===== src/tnrn_pkg.sv =====
// Package for the telnet receive negotiator: codes, result and state types.
// No dependencies; used by tnrn_core, tnrn_serializer and the top level.
package tnrn_pkg;

    localparam int MAX_RES = 5;
    localparam int CNT_W   = $clog2(MAX_RES + 1);

    localparam logic [7:0] BYTE_IAC   = 8'hFF;
    localparam logic [7:0] CMD_EOR    = 8'd239;
    localparam logic [7:0] CMD_SE     = 8'd240;
    localparam logic [7:0] CMD_LASTSA = 8'd249;
    localparam logic [7:0] CMD_SB     = 8'd250;
    localparam logic [7:0] CMD_WILL   = 8'd251;
    localparam logic [7:0] CMD_WONT   = 8'd252;
    localparam logic [7:0] CMD_DO     = 8'd253;
    localparam logic [7:0] CMD_DONT   = 8'd254;

    localparam logic [7:0] OPT_BINARY = 8'd0;
    localparam logic [7:0] OPT_ECHO   = 8'd1;
    localparam logic [7:0] OPT_SGA    = 8'd3;
    localparam logic [7:0] OPT_TMARK  = 8'd6;
    localparam logic [7:0] OPT_TTYPE  = 8'd24;
    localparam logic [7:0] OPT_EOR    = 8'd25;
    localparam logic [7:0] OPT_NENV   = 8'd39;

    localparam logic [1:0] LINK_DOWN = 2'd0;
    localparam logic [1:0] LINK_NEG  = 2'd1;
    localparam logic [1:0] LINK_UP   = 2'd2;

    typedef enum logic [1:0] {
        OP_RX         = 2'd0,
        OP_CONNECT    = 2'd1,
        OP_DISCONNECT = 2'd2
    } op_t;

    typedef enum logic [1:0] {
        PH_DATA = 2'd0,
        PH_IAC  = 2'd1,
        PH_CMD  = 2'd2
    } phase_t;

    typedef enum logic [2:0] {
        KIND_DATA   = 3'd0,
        KIND_SUB    = 3'd1,
        KIND_REPLY  = 3'd2,
        KIND_SUBEND = 3'd3,
        KIND_LINK   = 3'd4
    } kind_t;

    typedef struct packed {
        kind_t      kind;
        logic [7:0] data_byte;
        logic [7:0] reply_cmd;
        logic [7:0] reply_opt;
        logic [7:0] sub_option;
        logic [1:0] conn_state;
        logic       last;
    } result_t;

    typedef struct packed {
        result_t [MAX_RES-1:0] list;
        logic [CNT_W-1:0]      count;
    } batch_t;

    typedef struct packed {
        logic [CNT_W-1:0] count;
    } ser_status_t;

    typedef struct packed {
        phase_t     phase;
        logic [7:0] held_command;
        logic       in_subneg;
        logic [7:0] subneg_option;
        logic       binary_done;
        logic       eor_done;
        logic       termtype_sent;
        logic       handshake_done;
        logic [1:0] link_state;
    } state_t;

    function automatic result_t make_res(kind_t k, logic [7:0] db, logic [7:0] rc,
                                         logic [7:0] ro, logic [7:0] so, logic [1:0] cs);
        result_t r;
        r.kind       = k;
        r.data_byte  = db;
        r.reply_cmd  = rc;
        r.reply_opt  = ro;
        r.sub_option = so;
        r.conn_state = cs;
        r.last       = 1'b0;
        return r;
    endfunction

endpackage


===== src/tnrn_rx_if.sv =====
// Input channel: one received byte or socket event per request.
// Depends on nothing.
interface tnrn_rx_if;
    logic       valid;
    logic       ready;
    logic [1:0] operation;
    logic [7:0] rx_byte;

    modport source (output valid, output operation, output rx_byte, input ready);
    modport sink   (input valid, input operation, input rx_byte, output ready);
endinterface


===== src/tnrn_res_if.sv =====
// Result channel: one result item per transfer.
// Depends on nothing.
interface tnrn_res_if;
    logic       valid;
    logic       ready;
    logic [2:0] kind;
    logic [7:0] data_byte;
    logic [7:0] reply_cmd;
    logic [7:0] reply_opt;
    logic [7:0] sub_option;
    logic [1:0] conn_state;
    logic       last;

    modport source (output valid, output kind, output data_byte, output reply_cmd,
                    output reply_opt, output sub_option, output conn_state,
                    output last, input ready);
    modport sink   (input valid, input kind, input data_byte, input reply_cmd,
                    input reply_opt, input sub_option, input conn_state,
                    input last, output ready);
endinterface


===== src/tnrn_core.sv =====
// Telnet parser and negotiation state: state registers and the per-request
// result batch. Depends on tnrn_pkg.
module tnrn_core (
    input  logic            clk,
    input  logic            rst_n,
    input  logic            accept,
    input  logic [1:0]      operation,
    input  logic [7:0]      rx_byte,
    output tnrn_pkg::batch_t batch
);

    tnrn_pkg::state_t state_reg;
    tnrn_pkg::state_t state_next;

    always_comb
    begin
        tnrn_pkg::state_t                         s;
        tnrn_pkg::result_t [tnrn_pkg::MAX_RES-1:0] res;
        logic [tnrn_pkg::CNT_W-1:0]               n;
        logic                                     do_pass;
        logic                                     do_check;
        logic                                     replied;
        logic                                     good;

        s        = state_reg;
        res      = '0;
        n        = '0;
        do_pass  = 1'b0;
        do_check = 1'b0;
        replied  = 1'b0;
        good     = 1'b0;

        unique case (tnrn_pkg::op_t'(operation))
            tnrn_pkg::OP_RX:
            begin
                unique case (s.phase)
                    tnrn_pkg::PH_IAC:
                    begin
                        s.phase = tnrn_pkg::PH_DATA;
                        if (rx_byte == tnrn_pkg::BYTE_IAC)
                        begin
                            do_pass = 1'b1;
                        end
                        else if (rx_byte >= tnrn_pkg::CMD_EOR && rx_byte <= tnrn_pkg::CMD_LASTSA)
                        begin
                            if (rx_byte == tnrn_pkg::CMD_SE && s.in_subneg)
                            begin
                                s.in_subneg = 1'b0;
                                res[n] = tnrn_pkg::make_res(tnrn_pkg::KIND_SUBEND, 8'd0, 8'd0,
                                                            8'd0, s.subneg_option, 2'd0);
                                n = n + 1'b1;
                                if (s.subneg_option == tnrn_pkg::OPT_TTYPE)
                                begin
                                    s.termtype_sent = 1'b1;
                                    s.binary_done   = 1'b1;
                                    do_check        = 1'b1;
                                end
                            end
                        end
                        else
                        begin
                            s.held_command = rx_byte;
                            s.phase        = tnrn_pkg::PH_CMD;
                        end
                    end
                    tnrn_pkg::PH_CMD:
                    begin
                        s.phase = tnrn_pkg::PH_DATA;
                        if (s.held_command == tnrn_pkg::CMD_WILL)
                        begin
                            good = rx_byte == tnrn_pkg::OPT_BINARY || rx_byte == tnrn_pkg::OPT_EOR
                                || rx_byte == tnrn_pkg::OPT_ECHO || rx_byte == tnrn_pkg::OPT_SGA;
                            res[n] = tnrn_pkg::make_res(tnrn_pkg::KIND_REPLY, 8'd0,
                                good ? tnrn_pkg::CMD_DO : tnrn_pkg::CMD_DONT, rx_byte,
                                8'd0, 2'd0);
                            n       = n + 1'b1;
                            replied = 1'b1;
                        end
                        else if (s.held_command == tnrn_pkg::CMD_DO)
                        begin
                            good = rx_byte == tnrn_pkg::OPT_BINARY || rx_byte == tnrn_pkg::OPT_EOR
                                || rx_byte == tnrn_pkg::OPT_TTYPE || rx_byte == tnrn_pkg::OPT_NENV;
                            res[n] = tnrn_pkg::make_res(tnrn_pkg::KIND_REPLY, 8'd0,
                                good ? tnrn_pkg::CMD_WILL : tnrn_pkg::CMD_WONT, rx_byte,
                                8'd0, 2'd0);
                            n       = n + 1'b1;
                            replied = 1'b1;
                        end
                        else if (s.held_command == tnrn_pkg::CMD_SB)
                        begin
                            s.in_subneg     = 1'b1;
                            s.subneg_option = rx_byte;
                        end
                        if (replied && rx_byte == tnrn_pkg::OPT_BINARY)
                        begin
                            s.binary_done = 1'b1;
                            do_check      = 1'b1;
                        end
                        else if (replied && rx_byte == tnrn_pkg::OPT_EOR)
                        begin
                            s.eor_done = 1'b1;
                            do_check   = 1'b1;
                        end
                    end
                    default:
                    begin
                        s.phase = tnrn_pkg::PH_DATA;
                        if (rx_byte == tnrn_pkg::BYTE_IAC)
                            s.phase = tnrn_pkg::PH_IAC;
                        else
                            do_pass = 1'b1;
                    end
                endcase

                if (do_check && !s.handshake_done && s.binary_done && s.termtype_sent)
                begin
                    s.handshake_done = 1'b1;
                    if (s.link_state != tnrn_pkg::LINK_UP)
                    begin
                        s.link_state = tnrn_pkg::LINK_UP;
                        res[n] = tnrn_pkg::make_res(tnrn_pkg::KIND_LINK, 8'd0, 8'd0, 8'd0,
                                                    8'd0, tnrn_pkg::LINK_UP);
                        n = n + 1'b1;
                    end
                end

                if (do_pass && s.in_subneg)
                begin
                    res[n] = tnrn_pkg::make_res(tnrn_pkg::KIND_SUB, rx_byte, 8'd0, 8'd0,
                                                8'd0, 2'd0);
                    n = n + 1'b1;
                end
                else if (do_pass)
                begin
                    if (!s.handshake_done)
                    begin
                        s.binary_done    = 1'b1;
                        s.handshake_done = 1'b1;
                        if (s.link_state != tnrn_pkg::LINK_UP)
                        begin
                            s.link_state = tnrn_pkg::LINK_UP;
                            res[n] = tnrn_pkg::make_res(tnrn_pkg::KIND_LINK, 8'd0, 8'd0, 8'd0,
                                                        8'd0, tnrn_pkg::LINK_UP);
                            n = n + 1'b1;
                        end
                    end
                    res[n] = tnrn_pkg::make_res(tnrn_pkg::KIND_DATA, rx_byte, 8'd0, 8'd0,
                                                8'd0, 2'd0);
                    n = n + 1'b1;
                end
            end
            tnrn_pkg::OP_CONNECT:
            begin
                if (s.link_state != tnrn_pkg::LINK_NEG)
                begin
                    s.link_state = tnrn_pkg::LINK_NEG;
                    res[n] = tnrn_pkg::make_res(tnrn_pkg::KIND_LINK, 8'd0, 8'd0, 8'd0,
                                                8'd0, tnrn_pkg::LINK_NEG);
                    n = n + 1'b1;
                end
                res[n] = tnrn_pkg::make_res(tnrn_pkg::KIND_REPLY, 8'd0, tnrn_pkg::CMD_DO,
                                            tnrn_pkg::OPT_BINARY, 8'd0, 2'd0);
                n = n + 1'b1;
                res[n] = tnrn_pkg::make_res(tnrn_pkg::KIND_REPLY, 8'd0, tnrn_pkg::CMD_WILL,
                                            tnrn_pkg::OPT_BINARY, 8'd0, 2'd0);
                n = n + 1'b1;
                res[n] = tnrn_pkg::make_res(tnrn_pkg::KIND_REPLY, 8'd0, tnrn_pkg::CMD_DO,
                                            tnrn_pkg::OPT_EOR, 8'd0, 2'd0);
                n = n + 1'b1;
                res[n] = tnrn_pkg::make_res(tnrn_pkg::KIND_REPLY, 8'd0, tnrn_pkg::CMD_WILL,
                                            tnrn_pkg::OPT_EOR, 8'd0, 2'd0);
                n = n + 1'b1;
            end
            tnrn_pkg::OP_DISCONNECT:
            begin
                if (s.link_state != tnrn_pkg::LINK_DOWN)
                begin
                    s.link_state = tnrn_pkg::LINK_DOWN;
                    res[n] = tnrn_pkg::make_res(tnrn_pkg::KIND_LINK, 8'd0, 8'd0, 8'd0,
                                                8'd0, tnrn_pkg::LINK_DOWN);
                    n = n + 1'b1;
                end
            end
            default:
            begin
            end
        endcase

        if (n != '0)
            res[n - 1'b1].last = 1'b1;

        state_next  = s;
        batch.list  = res;
        batch.count = n;
    end

    always_ff @(posedge clk or negedge rst_n)
    begin
        if (!rst_n)
            state_reg <= '0;
        else if (accept)
            state_reg <= state_next;
    end

endmodule


===== src/tnrn_serializer.sv =====
// Result batch register: holds the results of one request and hands them
// out one per cycle while the result channel is ready. Depends on tnrn_pkg and tnrn_res_if.
module tnrn_serializer (
    input  logic                   clk,
    input  logic                   rst_n,
    input  logic                   load,
    input  tnrn_pkg::batch_t       batch,
    output logic                   load_ok,
    output tnrn_pkg::ser_status_t  status,
    tnrn_res_if.source             res_ch
);

    tnrn_pkg::result_t [tnrn_pkg::MAX_RES-1:0] list_reg;
    logic [tnrn_pkg::CNT_W-1:0]               count_reg;
    logic [tnrn_pkg::CNT_W-1:0]               count_next;
    logic [tnrn_pkg::CNT_W-1:0]               head_reg;
    logic [tnrn_pkg::CNT_W-1:0]               head_next;
    logic                                     take;
    tnrn_pkg::result_t                        cur;

    assign take    = res_ch.valid && res_ch.ready;
    assign load_ok = (count_reg == '0) || (count_reg == 1'b1 && take);
    assign cur     = list_reg[head_reg];

    always_comb
    begin
        count_next = count_reg - {{(tnrn_pkg::CNT_W-1){1'b0}}, take};
        head_next  = take ? head_reg + 1'b1 : head_reg;
        if (load && batch.count != '0)
        begin
            count_next = batch.count;
            head_next  = '0;
        end
    end

    always_ff @(posedge clk or negedge rst_n)
    begin
        if (!rst_n)
        begin
            count_reg <= '0;
            head_reg  <= '0;
        end
        else
        begin
            count_reg <= count_next;
            head_reg  <= head_next;
        end
    end

    always_ff @(posedge clk)
    begin
        if (load && batch.count != '0)
            list_reg <= batch.list;
    end

    assign status.count      = count_reg;
    assign res_ch.valid      = count_reg != '0;
    assign res_ch.kind       = cur.kind;
    assign res_ch.data_byte  = cur.data_byte;
    assign res_ch.reply_cmd  = cur.reply_cmd;
    assign res_ch.reply_opt  = cur.reply_opt;
    assign res_ch.sub_option = cur.sub_option;
    assign res_ch.conn_state = cur.conn_state;
    assign res_ch.last       = cur.last;

endmodule


===== src/telnet_receive_negotiator_unit.sv =====
// Telnet receive negotiator top level: parser core plus result serializer.
// The first result of a request appears in the cycle after the request is accepted.
// Throughput: one request per cycle while each yields at most one result and
// the result channel is ready; a request with more results holds the input until its last result is taken.
// Reset: rst_n async, active low; parser, flags and link state clear at once.
// Depends on tnrn_pkg, tnrn_rx_if, tnrn_res_if, tnrn_core, tnrn_serializer.
module telnet_receive_negotiator_unit (
    input  logic       clk,
    input  logic       rst_n,
    tnrn_rx_if.sink    rx_ch,
    tnrn_res_if.source res_ch
);

    tnrn_pkg::batch_t      batch;
    tnrn_pkg::ser_status_t status;
    logic                  load_ok;
    logic                  accept;

    assign rx_ch.ready = load_ok;
    assign accept      = rx_ch.valid && load_ok;

    tnrn_core u_core (
        .clk       (clk),
        .rst_n     (rst_n),
        .accept    (accept),
        .operation (rx_ch.operation),
        .rx_byte   (rx_ch.rx_byte),
        .batch     (batch)
    );

    tnrn_serializer u_ser (
        .clk     (clk),
        .rst_n   (rst_n),
        .load    (accept),
        .batch   (batch),
        .load_ok (load_ok),
        .status  (status),
        .res_ch  (res_ch)
    );

    a_connect_yields: assert property (@(posedge clk) disable iff (!rst_n)
        accept && rx_ch.operation == tnrn_pkg::OP_CONNECT |=> res_ch.valid)
        else $error("connect request produced no result");

    a_ready_drained: assert property (@(posedge clk) disable iff (!rst_n)
        rx_ch.ready |-> status.count <= 1)
        else $error("input ready while several results pending");

    a_link_code: assert property (@(posedge clk) disable iff (!rst_n)
        res_ch.valid && res_ch.kind == tnrn_pkg::KIND_LINK |-> res_ch.conn_state != 2'd3)
        else $error("bad link state code");

endmodule

===== src/flat_wrapper.sv =====
// flat-port wrapper written by rule: the top's interface ports become plain ports
module telnet_receive_negotiator_unit_flat 
  (clk, rst_n, rx_ch_valid, rx_ch_operation, rx_ch_rx_byte, rx_ch_ready, res_ch_valid, res_ch_kind, res_ch_data_byte, res_ch_reply_cmd, res_ch_reply_opt, res_ch_sub_option, res_ch_conn_state, res_ch_last, res_ch_ready);
  tnrn_rx_if rx_ch_i ();
  tnrn_res_if res_ch_i ();
  input  logic clk;
  input  logic rst_n;
  input wire logic [$bits(rx_ch_i.valid)-1:0] rx_ch_valid;
  input wire logic [$bits(rx_ch_i.operation)-1:0] rx_ch_operation;
  input wire logic [$bits(rx_ch_i.rx_byte)-1:0] rx_ch_rx_byte;
  output wire logic [$bits(rx_ch_i.ready)-1:0] rx_ch_ready;
  output wire logic [$bits(res_ch_i.valid)-1:0] res_ch_valid;
  output wire logic [$bits(res_ch_i.kind)-1:0] res_ch_kind;
  output wire logic [$bits(res_ch_i.data_byte)-1:0] res_ch_data_byte;
  output wire logic [$bits(res_ch_i.reply_cmd)-1:0] res_ch_reply_cmd;
  output wire logic [$bits(res_ch_i.reply_opt)-1:0] res_ch_reply_opt;
  output wire logic [$bits(res_ch_i.sub_option)-1:0] res_ch_sub_option;
  output wire logic [$bits(res_ch_i.conn_state)-1:0] res_ch_conn_state;
  output wire logic [$bits(res_ch_i.last)-1:0] res_ch_last;
  input wire logic [$bits(res_ch_i.ready)-1:0] res_ch_ready;
  assign rx_ch_i.valid = rx_ch_valid;
  assign rx_ch_i.operation = rx_ch_operation;
  assign rx_ch_i.rx_byte = rx_ch_rx_byte;
  assign rx_ch_ready = rx_ch_i.ready;
  assign res_ch_valid = res_ch_i.valid;
  assign res_ch_kind = res_ch_i.kind;
  assign res_ch_data_byte = res_ch_i.data_byte;
  assign res_ch_reply_cmd = res_ch_i.reply_cmd;
  assign res_ch_reply_opt = res_ch_i.reply_opt;
  assign res_ch_sub_option = res_ch_i.sub_option;
  assign res_ch_conn_state = res_ch_i.conn_state;
  assign res_ch_last = res_ch_i.last;
  assign res_ch_i.ready = res_ch_ready;
  telnet_receive_negotiator_unit u_core (.clk(clk), .rst_n(rst_n), .rx_ch(rx_ch_i), .res_ch(res_ch_i));
endmodule

===== config.mk =====
export PLATFORM = sky130hd
export DESIGN_NAME = telnet_receive_negotiator_unit_flat
export DESIGN_NICKNAME = d
export VERILOG_FILES = /design/src/tnrn_pkg.sv /design/src/tnrn_rx_if.sv /design/src/tnrn_res_if.sv /design/src/tnrn_core.sv /design/src/tnrn_serializer.sv /design/src/telnet_receive_negotiator_unit.sv /design/src/flat_wrapper.sv
export SDC_FILE = /design/constraint.sdc
export NUM_CORES = 1
export LEC_CHECK = 0
export ABC_AREA = 1
export BUFFER_PORTS_ARGS = -buffer_cell sky130_fd_sc_hd__buf_2
export CAP_MARGIN = 20
export CORE_AREA = 2 2 134 136
export DETAILED_ROUTE_END_ITERATION = 6
export DIE_AREA = 0 0 136 138
export PLACE_DENSITY = 0.56
export SKIP_CTS_REPAIR_TIMING = 1
export SYNTH_ARGS = -nofsm -noshare
export SYNTH_HDL_FRONTEND = slang
export SYNTH_SLANG_ARGS = --single-unit

===== constraint.sdc =====
create_clock -name clk -period 8 [get_ports clk]
set_clock_uncertainty 0.2 [all_clocks]
set_input_delay 0.8 -clock clk [delete_from_list [all_inputs] [get_ports clk]]
set_output_delay 0.8 -clock clk [all_outputs]
set_load 0.005 [all_outputs]

==> flow_metrics.tcl, run 1 <==
set metrics [dict create \
    path_cells "buf_2, nor2_1, nand2_2, nor2_2, nand2_1, nor2_1, inv_1, nand2_1, ha_1, inv_1, nand3_2, nand2_4, inv_1, ha_1, nand3_1, nand2_4, inv_2, ha_1, o2111ai_2, ha_1, ha_1, nor2_4, buf_4" \
    leakage_nw 2.82 \
    fin_ws_ns 2.57 \
    port_buffers 53 \
    post-dp-hpwl_um 10700 \
    synth-seq-cells 109 \
    reg2reg_depth 24 \
    layout_common_cells "131 x nand2_1, 92 x nor2_1, 79 x edfxtp_1, 62 x inv_1, 53 x buf_2" \
    whs_ns 0.280 \
    area_delta_synth_final_pct 13.4 \
    wire_per_inst_um 15.1 \
    route.vias.total 4516 \
    critPathLaunchType "input pin" \
    clock-sinks 109 \
    cp.required_ns 7.78 \
    yosysUniqueCellTypes 54 \
    synthTopCellsByArea "edfxtp_1 40%, dfrtp_1 13%, nand2_1 8.3%" \
    die_w_um 136 \
    power.share.switching 0.389 \
    ios 54 \
    fin_crit_sh 0.678 \
    seqPwrFrac 0.381 \
    final_nets 737 \
    h-tree-depth 3 \
    critPathBufInv 6 \
    gp_congestion 0.835 \
    dr.pass1.iters 5 \
    pwr-share-clk 0.225 \
    r2r-end "u_core.u_ser.list_reg[32]" \
    postLayoutCoreUtil 0.385 \
    power_density_nw_per_um2 297 \
    synth-edff-count 79 \
    grt_overflow 0 \
    first_global_vias 4231 \
    track_usage 0.160 \
    rsz0062_at_grt "no" \
    regToRegStartpoint "u_core.u_core.state_reg[17]" \
    grt_max_degree 66 \
    drive_gt1_frac 0.187 \
    syn_area_per_cell_um2 9.10 \
    critPathCaptureType "register" \
    layout_min_cycle_time_ns 5.43 \
    power_switching_mw 0.779 \
    ant_nets 0 \
    synth_area_um2 5950 \
    comb_power_share 0.394 \
    core_um2 17500 \
    ir_drop_v 0.000132 \
    grt_first_pass_wirelength_um 23200 \
    syn_inst 654 \
    cts_tree "built" \
    drv_slew 0 \
    ys_async_sr_fraction 0.275 \
    die-area_um2 18800 \
    cp-endpoint "u_core.u_ser.list_reg[32]" \
    internal_power_mw 1.22 \
    diodes 0 \
    antenna_found_initial 0 \
    max_stage_delay_ns 0.70 \
    synth_top_area_cell "edfxtp_1" \
    ys_seq_area_frac 0.525 \
    start_util 0.339 \
    fmax_ghz 0.184 \
    first_iter_violations 385 \
    dieHeight_um 138 \
    largest_reg_flops 79 \
    r2r_slack_ns 2.60 \
    detail_route.wirelength_um 14200 \
    path_depth 23 \
    fp-row-count 49 \
    critical-path-top-delay-family "simple AND/OR/NAND/NOR gates" \
    vias_per_cell 4.80 \
    cp_data_arrival_time_ns 5.21 \
    hp-class "reg -> reg" \
    setup_viol_count_final 0 \
    clk_pin_slew_worst_paths_ns 0.07 \
    preCtsSetupSlack_ns 2.16 \
    final_common_cell "nand2_1" \
    status "finished, final reports clean" \
    cts-root-buf "clkbuf_16" \
    cts_buffer_depth 2 \
    crit_top_cell "ha_1" \
    crit_fanout 65 \
    synth_top_area_share 0.399 \
    synth-main-ff-cell "edfxtp_1" \
    finalHoldViolCount 0 \
    clkLatencyLatePin_ns 0.35 \
    slowest_stage "buf_4" \
    path_class "in -> reg" \
    relSlewSlack 0.253 \
    worst-slew-pin-transition_ns 1.12 \
    yosys_warnings 0 \
    crit_path_start "rx_ch_rx_byte[3]" \
    remaining_drc_errors 0 \
    setup-tns-final_ns 0 \
    cts_buffers 9 \
    maxCapViolations 0 \
]
## worst min-delay path by stage
| stage | from | slack (ns) | depth (start not counted) | to |
|---|---|---|---|---|
| after floorplan | u_core.u_core.state_reg[3] | 0.23 | 1 | u_core.u_core.state_reg[3] |
| after global placement | u_core.u_core.state_reg[3] | 0.26 | 1 | u_core.u_core.state_reg[3] |
| after detailed placement | u_core.u_core.state_reg[3] | 0.26 | 1 | u_core.u_core.state_reg[3] |
| after CTS | u_core.u_core.state_reg[3] | 0.28 | 1 | u_core.u_core.state_reg[3] |
| after global routing | u_core.u_core.state_reg[3] | 0.30 | 1 | u_core.u_core.state_reg[3] |
| final | u_core.u_core.state_reg[3] | 0.28 | 1 | u_core.u_core.state_reg[3] |
## area by class of cell
type | instances | area (µm²)
Fill cell | 1808 | 10800
Sequential cell | 109 | 3120
Multi-Input combinational cell | 455 | 2460
Timing Repair Buffer | 57 | 295
Tap cell | 229 | 287
Inverter | 74 | 278
Clock buffer | 10 | 229
Clock inverter | 6 | 70.1
## cell families after synthesis
family	count (synthesis)	share of synthesized area
flip-flops	109	0.525
AND/OR/NAND/NOR	330	0.265
AO/OA/AOI/OAI	96	0.103
buffers and inverters	99	0.0677
adder cells (fa/ha/maj)	17	0.0358
XOR/XNOR	2	0.00294
other	1	0.000630
## cells in the mapped netlist, drive strengths merged (9+ instances only)
library cell / instances
dfrtp: 30
buf: 10
edfxtp: 79
a22o: 9
nand2: 146
o21ai: 35
clkbuf: 15
ha: 17
inv: 73
a21oi: 31
nor2: 104
nand4: 16
nand3: 51
## power groups by stage
stage	Clock, mW	Combinational (mW)	Sequential (mW)
global placement	0	0.797	0.774
finish	0.450	0.789	0.762
detailed placement	0	0.800	0.775
global route	0.483	0.903	0.774
floorplan	0	0.589	0.755
CTS	0.462	0.803	0.763
## layer usage
metal / track usage / part of all wire
met1: 0.235 / 0.48
met2: 0.240 / 0.45
met4: 0.0400 / 0.010
met3: 0.0337 / 0.054
met5: 0 / 0
## per-stage QoR
step	cell area, µm²	instances	power (mW)
after CTS	6750	940	2.03
after floorplan	5990	663	1.34
after global placement	6450	924	1.57
after global routing	6750	940	2.16
after detailed placement	6450	924	1.58
final	6750	940	2.00
Note: power is estimated with default switching activity, not from simulation.
==> run 2: changes to the inputs <==
Settings changed: ABC_AREA 1 to 0, CORE_AREA 2 2 134 136 to 2 2 132 134, DIE_AREA 0 0 136 138 to 0 0 134 136.
Clock period 8 ns to 4.5 ns, I/O delays scaled along.
==> run 2 against run 1 <==
The run now ends with negative hold slack, negative setup slack left; setup slack lost 3.2 ns; wire length rose by 2.0%; register-to-register slack got worse by 3.2 ns; clock power up 99%; total power is 99% higher; largest cell class unchanged.
==> flow_metrics.tcl, run 2 <==
set metrics [dict create \
    yosys_warnings 0 \
    path_class "reg -> reg" \
    whs_ns -0.0327 \
    post-dp-hpwl_um 10600 \
    synthTopCellsByArea "edfxtp_1 41%, dfrtp_1 13%, nor2_1 4.3%" \
    area_delta_synth_final_pct 25.7 \
    worst-slew-pin-transition_ns 0.749 \
    fmax_ghz 0.197 \
    fin_ws_ns -0.582 \
    setup_viol_count_final 90 \
    final_common_cell "edfxtp_1" \
    synth.most_common_cell "edfxtp_1" \
    design_area_um2 7270 \
    clk_pin_slew_worst_paths_ns 0.07 \
    place_area_um2 6690 \
    fp-row-count 48 \
    cts_buffer_depth 2 \
    synth-edff-count 79 \
    finalHoldViolCount 30 \
    layout_common_cells "79 x edfxtp_1, 64 x nor2_1, 53 x buf_2, 47 x buf_4" \
    use_met1 0.204 \
    critPathCaptureType "register" \
    use_met2 0.291 \
    start_util 0.343 \
    critPathLaunchType "register" \
    ios 54 \
    cp_data_arrival_time_ns 4.94 \
    synth-seq-cells 109 \
    syn_area_per_cell_um2 11.5 \
    busiest_layer "met2" \
    grt_max_degree 31 \
    ys_async_sr_fraction 0.275 \
    relSlewSlack 0.500 \
    cts_tree "built" \
    dr.pass1.iters 5 \
    synth_area_um2 5780 \
    ant_nets 0 \
    detail_route.wirelength_um 14400 \
    clkLatencyLatePin_ns 0.35 \
    vias_per_cell 5.10 \
    h-tree-depth 3 \
    wire_per_inst_um 17.3 \
    grt_first_pass_wirelength_um 22800 \
    ys_top_cells_by_count "79 x edfxtp_1, 67 x nor2_1, 31 x nand2_1" \
    rsz0062_at_grt "yes" \
    diodes 0 \
    clock-sinks 109 \
    route.vias.total 4257 \
    cp.required_ns 4.36 \
    gp_congestion 0.910 \
    status "complete, but fails checks" \
    syn_inst 501 \
    ys_seq_area_frac 0.540 \
    antenna_found_initial 0 \
    violations "negative hold slack, negative setup slack" \
    maxCapViolations 0 \
    synth_top_area_share 0.410 \
    drive_gt1_frac 0.307 \
    core_um2 16900 \
    ir_drop_v 0.000265 \
    cts-root-buf "clkbuf_16" \
    port_buffers 53 \
    cts_buffers 9 \
    yosysUniqueCellTypes 65 \
    layout_min_cycle_time_ns 5.08 \
    die_w_um 134 \
    fin_crit_sh 1.13 \
    preCtsSetupSlack_ns -0.673 \
    hp-class "in -> async" \
    track_usage 0.164 \
    crit_fanout 14 \
    first_iter_violations 242 \
    leakage_nw 2.82 \
    remaining_drc_errors 0 \
    synth_top_area_cell "edfxtp_1" \
    use_met3 0.0283 \
    largest_reg_flops 79 \
    grt_overflow 0 \
    synth-main-ff-cell "edfxtp_1" \
    dieHeight_um 136 \
    first_global_vias 4268 \
    die-area_um2 18200 \
    final_nets 635 \
    power_density_nw_per_um2 549 \
    drv_slew 0 \
]
==> run 2: cell types whose count changed in the layout (fill, tap and decap cells not counted), sizes merged, moves of 24 or more <==
cell,previous run,this run
nand3,51,7
nand2,146,31
and2,1,25
buf,57,109
inv,75,13
nor2,104,67
==> run 2: kinds of logic (layout without fill, tap and decap cells) <==
logic type                 Yosys count  in the layout  share of synthesized area
and+or+nand+nor                    199            199                      0.179
DFF                                109            109                      0.540
AOI/OAI and AO/OA                   93             93                      0.117
buffers and inverters               43            142                     0.0342
muxes                               35             35                     0.0861
adders and majority gates           17             17                     0.0368
xor gates and xnor gates             4              4                    0.00606
other                                1             10                   0.000648
==> run 2: path summary, 6_finish.rpt <==
kind,start,slack (ns),end,depth (start not counted)
max reg2reg,u_core.u_core.state_reg[23],-0.58,u_core.u_ser.list_reg[106],21
max in group asynchronous,rst_n,3.66,u_core.u_ser.status[2],1
min in group clk,u_core.u_core.state_reg[3],0.28,u_core.u_core.state_reg[3],1
min,rst_n,-0.03,u_core.u_core.state_reg[22],1
max,u_core.u_core.state_reg[23],-0.58,u_core.u_ser.list_reg[106],21
min reg2reg,u_core.u_core.state_reg[3],0.28,u_core.u_core.state_reg[3],1
==> run 2: area by class of cell <==
cell class                 count  area (µm²)
clock buffer                  10         229
clock inverter                 6         111
fill                        1606        9610
inverter                      14        52.6
multi-input combinational    358        2630
sequential                   109        3120
tap                          225         282
timing repair buffer         112         841
==> run 2: worst max-delay path, stage by stage (launching register included) <==
cell and delay (ns):
dfrtp_1 0.38, inv_1 0.07, ha_2 0.18, nand2_2 0.04
or4b_4 0.53, a21oi_4 0.18, ha_4 0.22, or2_4 0.22
or4_4 0.52, o211ai_1 0.13, inv_1 0.11, ha_4 0.29
nor2_2 0.03, mux2_4 0.29, ha_4 0.26, o311ai_2 0.07
a21o_1 0.20, ha_2 0.19, ha_4 0.16, nor2_4 0.16
buf_12 0.18, buf_12 0.15
==> run 2: layer usage <==
| layer | wire, µm | vias to the layer above |
|---|---|---|
| met2 | 7420 | 81 |
| met1 | 6110 | 2109 |
| met4 | 236 | 0 |
| li1 | - | 2049 |
| met3 | 676 | 18 |
| met5 | 0 | - |
==> run 2: per-stage QoR <==
stage / power [mW] / TNS (ns) / cells / util
after global placement: 2.99 / -49.65 / 809 / 0.396
after global routing: 4.25 / -63.44 / 834 / 0.431
final: 3.99 / -48.87 / 834 / 0.431
after detailed placement: 3.02 / -55.75 / 809 / 0.396
after floorplan: 2.41 / -157.16 / 510 / -
after CTS: 3.92 / -57.72 / 825 / 0.416
==> run 2: report_power, final <==
part	switching, mW	internal, mW
Clock	0.352	0.544
Combinational	0.912	0.799
Sequential	0.126	1.26
Total	1.39	2.60
